**src/rtl/dwpf_pkg.sv**
```systemverilog
// Shared types, constants and helpers for the display window pixel framer.
// Used by every module of the block; depends on nothing.
`default_nettype none

package dwpf_pkg;

  localparam int COORD_BITS = 10;
  localparam int COUNT_W    = 21;
  localparam int BYTE_W     = 8;
  localparam int RED_W      = 5;
  localparam int GHALF_W    = 3;
  localparam int GREEN_W    = 2 * GHALF_W;
  localparam int BLUE_W     = 5;

  localparam logic [COUNT_W-1:0] COUNT_MAX = {COUNT_W{1'b1}};

  localparam logic [BYTE_W-1:0] CMD_COLUMN = 8'h2A;
  localparam logic [BYTE_W-1:0] CMD_PAGE   = 8'h2B;
  localparam logic [BYTE_W-1:0] CMD_WRITE  = 8'h2C;

  // input tdata layout, lowest bit first
  localparam int OFF_X_START = 0;
  localparam int OFF_Y_START = OFF_X_START + COORD_BITS;
  localparam int OFF_X_END   = OFF_Y_START + COORD_BITS;
  localparam int OFF_Y_END   = OFF_X_END + COORD_BITS;
  localparam int OFF_RED     = OFF_Y_END + COORD_BITS;
  localparam int OFF_GHIGH   = OFF_RED + RED_W;
  localparam int OFF_GLOW    = OFF_GHIGH + GHALF_W;
  localparam int OFF_BLUE    = OFF_GLOW + GHALF_W;
  localparam int IN_BITS     = OFF_BLUE + BLUE_W;
  localparam int IN_DATA_W   = ((IN_BITS + 7) / 8) * 8;
  localparam int IN_USER_W   = 1;
  localparam int OUT_USER_W  = 2;

  localparam int QUEUE_DEPTH = 2;
  localparam int QPTR_W      = (QUEUE_DEPTH > 1) ? $clog2(QUEUE_DEPTH) : 1;
  localparam int QCNT_W      = $clog2(QUEUE_DEPTH + 1);

  // byte positions within one item's run
  localparam int STEP_W = 4;
  localparam logic [STEP_W-1:0] STEP_COL_CMD = 4'd0;
  localparam logic [STEP_W-1:0] STEP_XS_HI   = 4'd1;
  localparam logic [STEP_W-1:0] STEP_XS_LO   = 4'd2;
  localparam logic [STEP_W-1:0] STEP_XE_HI   = 4'd3;
  localparam logic [STEP_W-1:0] STEP_XE_LO   = 4'd4;
  localparam logic [STEP_W-1:0] STEP_PG_CMD  = 4'd5;
  localparam logic [STEP_W-1:0] STEP_YS_HI   = 4'd6;
  localparam logic [STEP_W-1:0] STEP_YS_LO   = 4'd7;
  localparam logic [STEP_W-1:0] STEP_YE_HI   = 4'd8;
  localparam logic [STEP_W-1:0] STEP_YE_LO   = 4'd9;
  localparam logic [STEP_W-1:0] STEP_WR_CMD  = 4'd10;
  localparam logic [STEP_W-1:0] STEP_PIX_R   = 4'd0;
  localparam logic [STEP_W-1:0] STEP_PIX_G   = 4'd1;
  localparam logic [STEP_W-1:0] STEP_PIX_B   = 4'd2;

  typedef struct packed {
    logic                   is_pixel;
    logic [COORD_BITS-1:0]  x_start;
    logic [COORD_BITS-1:0]  x_end;
    logic [COORD_BITS-1:0]  y_start;
    logic [COORD_BITS-1:0]  y_end;
    logic [RED_W-1:0]       red;
    logic [GREEN_W-1:0]     green;
    logic [BLUE_W-1:0]      blue;
    logic [COUNT_W-1:0]     area;
  } dwpf_item_t;

  function automatic logic [BYTE_W-1:0] coord_hi(input logic [COORD_BITS-1:0] c);
    logic [15:0] w;
    w = 16'(c);
    return w[15:8];
  endfunction

  function automatic logic [BYTE_W-1:0] coord_lo(input logic [COORD_BITS-1:0] c);
    logic [15:0] w;
    w = 16'(c);
    return w[7:0];
  endfunction

endpackage

`default_nettype wire

```
**src/rtl/dwpf_front.sv**
```systemverilog
// Front end: unpacks and classifies input requests, computes the window area.
// Depends on dwpf_pkg.
`default_nettype none

module dwpf_front (
  input  wire logic                             in_tvalid,
  output logic                                  in_tready,
  input  wire logic [dwpf_pkg::IN_DATA_W-1:0]   in_tdata,
  input  wire logic [dwpf_pkg::IN_USER_W-1:0]   in_tuser,
  input  wire logic                             q_full,
  output logic                                  push,
  output dwpf_pkg::dwpf_item_t                  push_item
);

  localparam int CB     = dwpf_pkg::COORD_BITS;
  localparam int SPAN_W = CB + 1;
  localparam int PROD_W = 2 * SPAN_W;
  localparam int CMP_W  = (PROD_W > dwpf_pkg::COUNT_W) ? PROD_W : dwpf_pkg::COUNT_W;

  logic [CB-1:0]     xs, ys, xe, ye;
  logic [SPAN_W-1:0] x_span, y_span;
  logic [PROD_W-1:0] prod;
  logic              inverted;

  assign in_tready = !q_full;
  assign push      = in_tvalid && !q_full;

  assign xs = in_tdata[dwpf_pkg::OFF_X_START +: CB];
  assign ys = in_tdata[dwpf_pkg::OFF_Y_START +: CB];
  assign xe = in_tdata[dwpf_pkg::OFF_X_END +: CB];
  assign ye = in_tdata[dwpf_pkg::OFF_Y_END +: CB];

  assign inverted = (xe < xs) || (ye < ys);
  assign x_span   = SPAN_W'({1'b0, xe} - {1'b0, xs} + SPAN_W'(1));
  assign y_span   = SPAN_W'({1'b0, ye} - {1'b0, ys} + SPAN_W'(1));
  assign prod     = PROD_W'(x_span) * PROD_W'(y_span);

  always_comb begin
    push_item          = '0;
    push_item.is_pixel = in_tuser[0];
    push_item.x_start  = xs;
    push_item.x_end    = xe;
    push_item.y_start  = ys;
    push_item.y_end    = ye;
    push_item.red      = in_tdata[dwpf_pkg::OFF_RED +: dwpf_pkg::RED_W];
    push_item.green    = {in_tdata[dwpf_pkg::OFF_GHIGH +: dwpf_pkg::GHALF_W],
                          in_tdata[dwpf_pkg::OFF_GLOW +: dwpf_pkg::GHALF_W]};
    push_item.blue     = in_tdata[dwpf_pkg::OFF_BLUE +: dwpf_pkg::BLUE_W];
    if (inverted) begin
      push_item.area = '0;
    end else if (CMP_W'(prod) > CMP_W'(dwpf_pkg::COUNT_MAX)) begin
      push_item.area = dwpf_pkg::COUNT_MAX;
    end else begin
      push_item.area = dwpf_pkg::COUNT_W'(prod);
    end
  end

endmodule

`default_nettype wire

```
**src/rtl/dwpf_queue.sv**
```systemverilog
// Short request queue between front end and byte sequencer.
// Depends on dwpf_pkg.
`default_nettype none

module dwpf_queue (
  input  wire logic                  clk,
  input  wire logic                  rst_n,
  input  wire logic                  push,
  input  wire dwpf_pkg::dwpf_item_t  push_item,
  output logic                       full,
  input  wire logic                  pop,
  output logic                       q_valid,
  output dwpf_pkg::dwpf_item_t       q_item
);

  localparam int D = dwpf_pkg::QUEUE_DEPTH;

  dwpf_pkg::dwpf_item_t              mem_r [D];
  logic [dwpf_pkg::QPTR_W-1:0]       wr_ptr_r, wr_ptr_nxt;
  logic [dwpf_pkg::QPTR_W-1:0]       rd_ptr_r, rd_ptr_nxt;
  logic [dwpf_pkg::QCNT_W-1:0]       count_r, count_nxt;

  function automatic logic [dwpf_pkg::QPTR_W-1:0] ptr_inc(
      input logic [dwpf_pkg::QPTR_W-1:0] p);
    return (p == dwpf_pkg::QPTR_W'(D - 1)) ? '0 : dwpf_pkg::QPTR_W'(p + 1'b1);
  endfunction

  assign full    = (count_r == dwpf_pkg::QCNT_W'(D));
  assign q_valid = (count_r != '0);
  assign q_item  = mem_r[rd_ptr_r];

  always_comb begin
    wr_ptr_nxt = push ? ptr_inc(wr_ptr_r) : wr_ptr_r;
    rd_ptr_nxt = pop ? ptr_inc(rd_ptr_r) : rd_ptr_r;
    count_nxt  = count_r;
    if (push && !pop) begin
      count_nxt = count_r + 1'b1;
    end else if (pop && !push) begin
      count_nxt = count_r - 1'b1;
    end
  end

  always_ff @(posedge clk) begin
    if (!rst_n) begin
      wr_ptr_r <= '0;
      rd_ptr_r <= '0;
      count_r  <= '0;
    end else begin
      wr_ptr_r <= wr_ptr_nxt;
      rd_ptr_r <= rd_ptr_nxt;
      count_r  <= count_nxt;
    end
  end

  always_ff @(posedge clk) begin
    if (push) begin
      mem_r[wr_ptr_r] <= push_item;
    end
  end

endmodule

`default_nettype wire

```
**src/rtl/dwpf_back.sv**
```systemverilog
// Back end: steps through the bytes of each queued request, keeps the pixel
// count and drives the registered output stream. Depends on dwpf_pkg.
`default_nettype none

module dwpf_back (
  input  wire logic                              clk,
  input  wire logic                              rst_n,
  input  wire logic                              q_valid,
  input  wire dwpf_pkg::dwpf_item_t              q_item,
  output logic                                   q_pop,
  output logic                                   out_tvalid,
  input  wire logic                              out_tready,
  output logic [dwpf_pkg::BYTE_W-1:0]            out_tdata,
  output logic [dwpf_pkg::OUT_USER_W-1:0]        out_tuser,
  output logic                                   out_tlast
);

  dwpf_pkg::dwpf_item_t                  cur_r, cur_nxt;
  logic                                  busy_r, busy_nxt;
  logic [dwpf_pkg::STEP_W-1:0]           step_r, step_nxt;
  logic [dwpf_pkg::COUNT_W-1:0]          pixels_left_r, pixels_left_nxt;
  logic                                  out_tvalid_r, out_tvalid_nxt;
  logic [dwpf_pkg::BYTE_W-1:0]           out_tdata_r, out_tdata_nxt;
  logic [dwpf_pkg::OUT_USER_W-1:0]       out_tuser_r, out_tuser_nxt;
  logic                                  out_tlast_r, out_tlast_nxt;

  logic                                  out_adv, emit, at_last, item_end, done;
  logic                                  is_data;
  logic [dwpf_pkg::BYTE_W-1:0]           byte_val;

  assign out_tvalid = out_tvalid_r;
  assign out_tdata  = out_tdata_r;
  assign out_tuser  = out_tuser_r;
  assign out_tlast  = out_tlast_r;

  assign out_adv  = !out_tvalid_r || out_tready;
  assign emit     = busy_r && out_adv;
  assign at_last  = cur_r.is_pixel ? (step_r == dwpf_pkg::STEP_PIX_B)
                                   : (step_r == dwpf_pkg::STEP_WR_CMD);
  assign item_end = emit && at_last;
  assign q_pop    = q_valid && (!busy_r || item_end);
  assign done     = cur_r.is_pixel && at_last &&
                    (pixels_left_r == dwpf_pkg::COUNT_W'(1));

  always_comb begin
    byte_val = '0;
    is_data  = 1'b1;
    if (cur_r.is_pixel) begin
      unique case (step_r)
        dwpf_pkg::STEP_PIX_R: byte_val = {cur_r.red, 3'b000};
        dwpf_pkg::STEP_PIX_G: byte_val = {cur_r.green, 2'b00};
        dwpf_pkg::STEP_PIX_B: byte_val = {cur_r.blue, 3'b000};
        default:              byte_val = '0;
      endcase
    end else begin
      unique case (step_r)
        dwpf_pkg::STEP_COL_CMD: begin
          byte_val = dwpf_pkg::CMD_COLUMN;
          is_data  = 1'b0;
        end
        dwpf_pkg::STEP_XS_HI:   byte_val = dwpf_pkg::coord_hi(cur_r.x_start);
        dwpf_pkg::STEP_XS_LO:   byte_val = dwpf_pkg::coord_lo(cur_r.x_start);
        dwpf_pkg::STEP_XE_HI:   byte_val = dwpf_pkg::coord_hi(cur_r.x_end);
        dwpf_pkg::STEP_XE_LO:   byte_val = dwpf_pkg::coord_lo(cur_r.x_end);
        dwpf_pkg::STEP_PG_CMD: begin
          byte_val = dwpf_pkg::CMD_PAGE;
          is_data  = 1'b0;
        end
        dwpf_pkg::STEP_YS_HI:   byte_val = dwpf_pkg::coord_hi(cur_r.y_start);
        dwpf_pkg::STEP_YS_LO:   byte_val = dwpf_pkg::coord_lo(cur_r.y_start);
        dwpf_pkg::STEP_YE_HI:   byte_val = dwpf_pkg::coord_hi(cur_r.y_end);
        dwpf_pkg::STEP_YE_LO:   byte_val = dwpf_pkg::coord_lo(cur_r.y_end);
        dwpf_pkg::STEP_WR_CMD: begin
          byte_val = dwpf_pkg::CMD_WRITE;
          is_data  = 1'b0;
        end
        default:                byte_val = '0;
      endcase
    end
  end

  always_comb begin
    cur_nxt         = q_pop ? q_item : cur_r;
    busy_nxt        = busy_r;
    step_nxt        = step_r;
    pixels_left_nxt = pixels_left_r;
    out_tvalid_nxt  = out_tvalid_r;
    out_tdata_nxt   = out_tdata_r;
    out_tuser_nxt   = out_tuser_r;
    out_tlast_nxt   = out_tlast_r;

    if (q_pop) begin
      busy_nxt = 1'b1;
      step_nxt = '0;
    end else if (item_end) begin
      busy_nxt = 1'b0;
      step_nxt = '0;
    end else if (emit) begin
      step_nxt = step_r + 1'b1;
    end

    // update count on the final byte of each request
    if (item_end) begin
      if (!cur_r.is_pixel) begin
        pixels_left_nxt = cur_r.area;
      end else if (pixels_left_r != '0) begin
        pixels_left_nxt = pixels_left_r - 1'b1;
      end
    end

    if (emit) begin
      out_tvalid_nxt = 1'b1;
      out_tdata_nxt  = byte_val;
      out_tuser_nxt  = {done, is_data};
      out_tlast_nxt  = at_last;
    end else if (out_tready) begin
      out_tvalid_nxt = 1'b0;
    end
  end

  always_ff @(posedge clk) begin
    if (!rst_n) begin
      busy_r        <= 1'b0;
      step_r        <= '0;
      pixels_left_r <= '0;
      out_tvalid_r  <= 1'b0;
    end else begin
      busy_r        <= busy_nxt;
      step_r        <= step_nxt;
      pixels_left_r <= pixels_left_nxt;
      out_tvalid_r  <= out_tvalid_nxt;
    end
  end

  always_ff @(posedge clk) begin
    cur_r       <= cur_nxt;
    out_tdata_r <= out_tdata_nxt;
    out_tuser_r <= out_tuser_nxt;
    out_tlast_r <= out_tlast_nxt;
  end

endmodule

`default_nettype wire

```
**src/rtl/display_window_pixel_framer_core.sv**
```systemverilog
// Display write framer: turns set-window and pixel requests into a tagged byte
// stream. A set-window request yields eleven bytes (column command, start and
// end column high/low, page command, start and end row high/low, memory-write
// command) and loads the pixel count with the window area, or zero for an
// inverted window. A pixel request yields three data bytes of 5-6-5 color; the
// last byte of the window's final pixel carries window_complete. The output
// moves one byte per cycle while the receiver accepts every byte; the byte
// sequencer in the back end steps through each request's bytes, and a
// two-entry queue lets requests be accepted while earlier ones are still being
// sent. A request passes through the queue, the current-request register and
// the output register. Depends on dwpf_pkg, dwpf_front, dwpf_queue, dwpf_back.
`default_nettype none

module display_window_pixel_framer_core (
  input  wire logic                              clk,
  input  wire logic                              rst_n,
  input  wire logic                              in_tvalid,
  output logic                                   in_tready,
  // x_start, y_start, x_end, y_end, red, green_high, green_low, blue
  input  wire logic [dwpf_pkg::IN_DATA_W-1:0]    in_tdata,
  // command (0 set window, 1 pixel)
  input  wire logic [dwpf_pkg::IN_USER_W-1:0]    in_tuser,
  output logic                                   out_tvalid,
  input  wire logic                              out_tready,
  // out_byte
  output logic [dwpf_pkg::BYTE_W-1:0]            out_tdata,
  // is_data, window_complete
  output logic [dwpf_pkg::OUT_USER_W-1:0]        out_tuser,
  output logic                                   out_tlast
);

  logic                  q_full;
  logic                  push;
  dwpf_pkg::dwpf_item_t  push_item;
  logic                  q_pop;
  logic                  q_valid;
  dwpf_pkg::dwpf_item_t  q_item;

  dwpf_front u_front (
    .in_tvalid (in_tvalid),
    .in_tready (in_tready),
    .in_tdata  (in_tdata),
    .in_tuser  (in_tuser),
    .q_full    (q_full),
    .push      (push),
    .push_item (push_item)
  );

  dwpf_queue u_queue (
    .clk       (clk),
    .rst_n     (rst_n),
    .push      (push),
    .push_item (push_item),
    .full      (q_full),
    .pop       (q_pop),
    .q_valid   (q_valid),
    .q_item    (q_item)
  );

  dwpf_back u_back (
    .clk        (clk),
    .rst_n      (rst_n),
    .q_valid    (q_valid),
    .q_item     (q_item),
    .q_pop      (q_pop),
    .out_tvalid (out_tvalid),
    .out_tready (out_tready),
    .out_tdata  (out_tdata),
    .out_tuser  (out_tuser),
    .out_tlast  (out_tlast)
  );

endmodule

`default_nettype wire

```
**config.mk**
```make
export PLATFORM = sky130hd
export DESIGN_NAME = display_window_pixel_framer_core
export DESIGN_NICKNAME = d
export VERILOG_FILES = /design/src/rtl/dwpf_pkg.sv /design/src/rtl/dwpf_front.sv /design/src/rtl/dwpf_queue.sv /design/src/rtl/dwpf_back.sv /design/src/rtl/display_window_pixel_framer_core.sv
export SDC_FILE = /design/constraint.sdc
export NUM_CORES = 1
export LEC_CHECK = 0
export BUFFER_PORTS_ARGS = -buffer_cell sky130_fd_sc_hd__buf_2
export CAP_MARGIN = 20
export CORE_UTILIZATION = 30
export DETAILED_ROUTE_END_ITERATION = 16
export HOLD_SLACK_MARGIN = 0.1
export PLACE_DENSITY = 0.5
export RECOVER_POWER = 100
export SLEW_MARGIN = 5
export SYNTH_ARGS = -nofsm -noshare
export SYNTH_HDL_FRONTEND = slang
export SYNTH_HIERARCHICAL = 1
export SYNTH_SLANG_ARGS = --single-unit
```
**constraint.sdc**
```tcl
create_clock -name clk -period 21.2 [get_ports clk]
set_clock_uncertainty 0.15 [all_clocks]
set_input_delay 4.24 -clock clk [delete_from_list [all_inputs] [get_ports clk]]
set_output_delay 4.24 -clock clk [all_outputs]
set_load 0.02 [all_outputs]
```
# Word-level counts from Yosys, hierarchy flattened
# Memory sizes are Yosys's and may differ from the RTL's. A register that Yosys moved wholly into a read port is not among the register bits.
# Index checks and enable logic that the tools add are counted.
# word_totals
n_memories	1
ff_bits	42
ramBits	156
latch_bits	0
output_inout_bits	13
rom_bits	0
# op_classes
bitwise_logic	1
shifts	0
div	0
mux	19
reduce_logical	25
multipliers	1
eq_ne	13
n_lt_le_gt_ge	3
n_addsub	10
# mem_list
name	words	word_bits	rd	rd_ports_with_merged_regs	write_ports	line_no	source
u_queue.mem_r	2	78	1	1	1	dwpf_queue.sv:18	dwpf_pkg::dwpf_item_t mem_r [D];
# op_table
operator	n
case mux 8 bit (11 select lines)	1
two-way mux 21 bit	4
case mux 8 bit (3 select lines)	1
adder 11 x 1 -> 11 bit (second input constant)	2
> comparator 22 x 21 -> 1 bit (second input constant)	1
multiplier 11 x 11 -> 22 bit	1
subtractor 10 x 10 -> 11 bit	2
equality test 21 x 1 -> 1 bit (second input constant)	1
nonzero test 21 bit	1
subtractor 21 x 1 -> 21 bit (second input constant)	1
< comparator 10 bit	2
equality test 4 x 3 -> 1 bit (second input constant)	4
equality test 4 bit (second input constant)	3
two-way mux 1 bit	10
equality test 4 x 2 -> 1 bit (second input constant)	2
logical AND 1 bit	8
two-way mux 8 bit	1
nonzero test 2 bit	4
OR reduction 3 bit	2
zero test 1 bit	5
adder 4 x 1 -> 4 bit (second input constant)	1
equality test 4 x 1 -> 1 bit (second input constant)	1
zero test 4 bit	1
two-way mux 2 bit	2
8 further kinds	11

# Longest topological paths before layout
# logic_depth
word_depth	9
ltp_mapped	31

# Modules after synthesis
# Netlist, hierarchy kept.
# modules_own_cells
mod	cells_each	seq_area_each_um2	instances	area_per_inst_um2
dwpf_front	803	0.0	1	6482.5
dwpf_queue	265	4784.6	1	5926.9
dwpf_back	417	3213.1	1	5048.6

# Worst setup path after synthesis
# Ideal clock, no wire load.
# synth_path
path_type	in2reg
start	input port out_tready
end	register u_queue/count_r[1] (netlist bit)
arrival_time_ps	11596
setup_time_ps	70
required_ps	20980
path_slack_ps	9384
path_stages	7
path_cell_list	nand2b_1 -> nand4_1 -> a21boi_0 -> inv_1 -> ha_1 -> or3_1 -> a21boi_1
# synth_via
elab_chain_len	8
# synth_rtl
item	line_no	source
from (decl)	display_window_pixel_framer_core.sv:24	input wire logic out_tready,
logical OR 1 bit *	dwpf_back.sv:36	assign out_adv = !out_tvalid_r || out_tready;
logical AND 1 bit *	dwpf_back.sv:37	assign emit = busy_r && out_adv;
logical AND 1 bit *	dwpf_back.sv:40	assign item_end = emit && at_last;
logical OR 1 bit *	dwpf_back.sv:41	assign q_pop = q_valid && (!busy_r || item_end);
logical AND 1 bit *	dwpf_back.sv:41	
net q_pop	display_window_pixel_framer_core.sv:35	logic q_pop;
zero test 1 bit	dwpf_queue.sv:36	if (push && !pop) begin
logical AND 1 bit	dwpf_queue.sv:36	
two-way mux 2 bit or nonzero test 2 bit (tied branches)	--	
to (signal assigned)	dwpf_queue.sv:51	count_r <= count_nxt;
to (decl)	dwpf_queue.sv:21	logic [dwpf_pkg::QCNT_W-1:0] count_r, count_nxt;
# The timed path passes the listed nets; every way through them passes the cells marked *.
# A chain may end at the register's enable or synchronous reset.

==> impl_results.md <==
* Status: finished with violations
* Failing checks: max-capacitance violations, max-slew violations
* Top delay family on crit path: adder cells
* Avg WL per Cell at 16.8 um
* Crit-path slowest cell: clkbuf_1
* Drt via density at 4.71
* Synth area leader: edfxtp_1
* Final Hold Fails at 0
* Root Buffer: clkbuf_16
* Worst r2r src: u_back/step_r[0]
* Worst-Skew Late Latency at 0.56 ns
* Hold Path Class: reg -> reg
* Syn Nets at 1746
* WP data required at 21.30 ns
* Vias in the first global route at 11200
* Largest stage delay, worst path at 0.87 ns
* Core area at 57600 um^2
* Synthesized area per cell at 11.8 um^2
* Die W at 243 um
* Iteration-0 DRC Markers at 597
* Arrival time at the worst endpoint at 12.66 ns
* # IOs at 74
* Routability congestion estimate from global placement at 0.795
* CTS resizes at 0
* First-pass GRT wire length at 61.6 mm
* Final nets at 1738
* Antenna violations before repair at 1
* Via count at 10700
* Multi-input gate area at 7810 um^2
* Clock net sink count at 277
* Port bufs at 73
* Crit share post-route at 59.2%
* Yosys warnings at 6
* Top cell type's share of synthesized area at 42.1%
* Drc violations at 0
* CP Capture Type: flop
* Die area at 59200 um^2
* # rows at 88
* Max clock buf depth at 3
* Final setup vio count at 0
* Top cells by count, synth: 245 x edfxtp_1, 189 x inv_1, 110 x ha_1
* CTS tree: yes
* Inst Count DP at 2211
* Area grow syn2layout at 7.02%
* Area contributors post-synth: edfxtp_1 42%, fa_1 10%, ha_1 7.9%
* Number of flops mapped to enable cells by yosys at 245
* Grt total ovfl at 0
* Most used cell, CP: fa_1
* Drt pass-1 iters at 7
* Seq. cell area at 8000 um^2
* Setup CP Type: in -> reg
* Total GRT Usage at 13.1%
* Share of cells above drive strength 1 at 9.15%
* Clock Pin Slew Worst Setup and Hold Paths at 0.06 ns
* Slew headroom at -133%
* Main synth FF type: edfxtp_1
* Fin cells at 2263
* Crit path from: in_tdata[1]
* Worst-margin pin slew at 3.50 ns
* Die Y at 243 um
* Crit Path Max Fanout at 21
* Largest net degree at the start of global routing at 62
* RSZ-0062 raised after global routing: no
* Startpoint Class: input port
* Min-delay src: u_back/pixels_left_r[17]
* Final Slew Violations at 350
* CTS buffer count at 29
* Buf/Inv on CP at 7
* Hold Slack at 0.302 ns
* WL final at 38.1 mm
* Post-CTS Setup Inserts at 0
* Final worst path period need at 12.55 ns
* Hold_buf cts at 0
* Post-synthesis sequential area ratio at 45.8%
* Asr flop ratio synth at 0%
* Synthesized instance count at 1485
* Most common cell in the netlist: edfxtp_1
* Initial Utilization at 30.3%
* Setup TNS at 0 ns
* # H-tree levels at 1
* F_max at 0.0797 GHz
* Synth cell types at 84
* Fill count at 5824
* Synth Register Bits at 277
* Post-Syn Area at 17500 um^2
* Pre-CTS WS at 9.10 ns
* Post-DP HPWL at 27.9 mm
* Antenna Nets Post-Route at 0
* Inserted Diodes at 0
* Setup WS post-layout at 8.65 ns
* Max-cap violation count at 8
path summary, 6_finish.rpt:
| kind | to | slack [ns] | cells past startpoint |
|---|---|---|---|
| worst min register to register | u_back/pixels_left_r[17] | 0.30 | 2 |
| worst min-delay path | u_back/pixels_left_r[17] | 0.30 | 2 |
| worst max-delay path | u_queue/mem_r[1][20] | 8.65 | 26 |
| worst max register to register | u_back/cur_r[54] | 13.41 | 6 |
layout by cell type, fill, tap and decap left out, types with 8 or more instances in the layout:
cell and instances:
o2bb2ai_1 9, a21oi_1 75, clkbuf_1 73, dfxtp_1 32, nand2b_1 40, clkinv_1 8, nand3_1 23, inv_1 189
mux2_2 55, nor2_1 71, buf_2 8, o21ai_0 27, nand2_1 89, clkbuf_16 29, edfxtp_1 245, xnor2_1 23
a31oi_1 8, ha_1 110, nor2b_1 26, nor3_1 16, o211ai_1 10, mux2_1 26, fa_1 90, xor2_1 18
and2_1 14, nand4_1 8, o22ai_1 13
cell families (layout without fill, tap and decap cells):
logic type / after synthesis / in the layout / share of synthesized area, %
flip-flops: 277 / 277 / 45.8
buffers and inverters: 314 / 327 / 8.67
AO/OA/AOI/OAI: 231 / 231 / 9.31
AND/OR/NAND/NOR: 335 / 335 / 9.94
XOR/XNOR: 41 / 41 / 2.06
multiplexers: 87 / 87 / 6.01
adder cells (fa/ha/maj): 200 / 200 / 18.2
cell type report:
cell class	count	share of cell area [%]
clock buffers	32	3.94
inverters	191	3.84
well taps	765	5.12
multi-input cells	894	41.8
clock inverters	20	0.623
repair buffers	84	1.86
flip-flops and latches	277	42.8
metrics by stage:
stage	instance area, um^2	util, %
after CTS	18900	32.9
after global placement	18100	31.4
after detailed placement	18100	31.4
after global routing	18700	32.4
after floorplan	17500	-
final	18700	32.4
metal layers:
metal  track usage (%)  part of all wire (%)  wire length, um  vias up
met1              17.5                    46            17700     5361
met2              22.2                    48            18400      180
met3              1.35                   3.4             1310       49
met5                 0                 0.034               13        -
li1                  -                     -                -     5072
met4              3.55                   1.8              693        2
tightest hold or removal path, stage by stage, from the launching register on:
cell and delay, ns:
dfxtp_1 0.31, nand2_1 0.05, o2bb2ai_1 0.05
sequential cells by signal (all words and copies together) (netlist names), named ones only:
name	cells
u_back/step_r	4
u_back/out_tdata	8
u_back/pixels_left_r	21
u_queue/count_r	2
u_back/out_tuser	2
u_back/out_tvalid	1
u_queue/mem_r	156
u_back/cur_r	78
u_back/out_tlast	1
u_queue/wr_ptr_r	1
u_back/busy_r	1
u_queue/rd_ptr_r	1
Power is not shown: default switching activity piles up to over one toggle a cycle in this logic, so the estimate is an artifact.
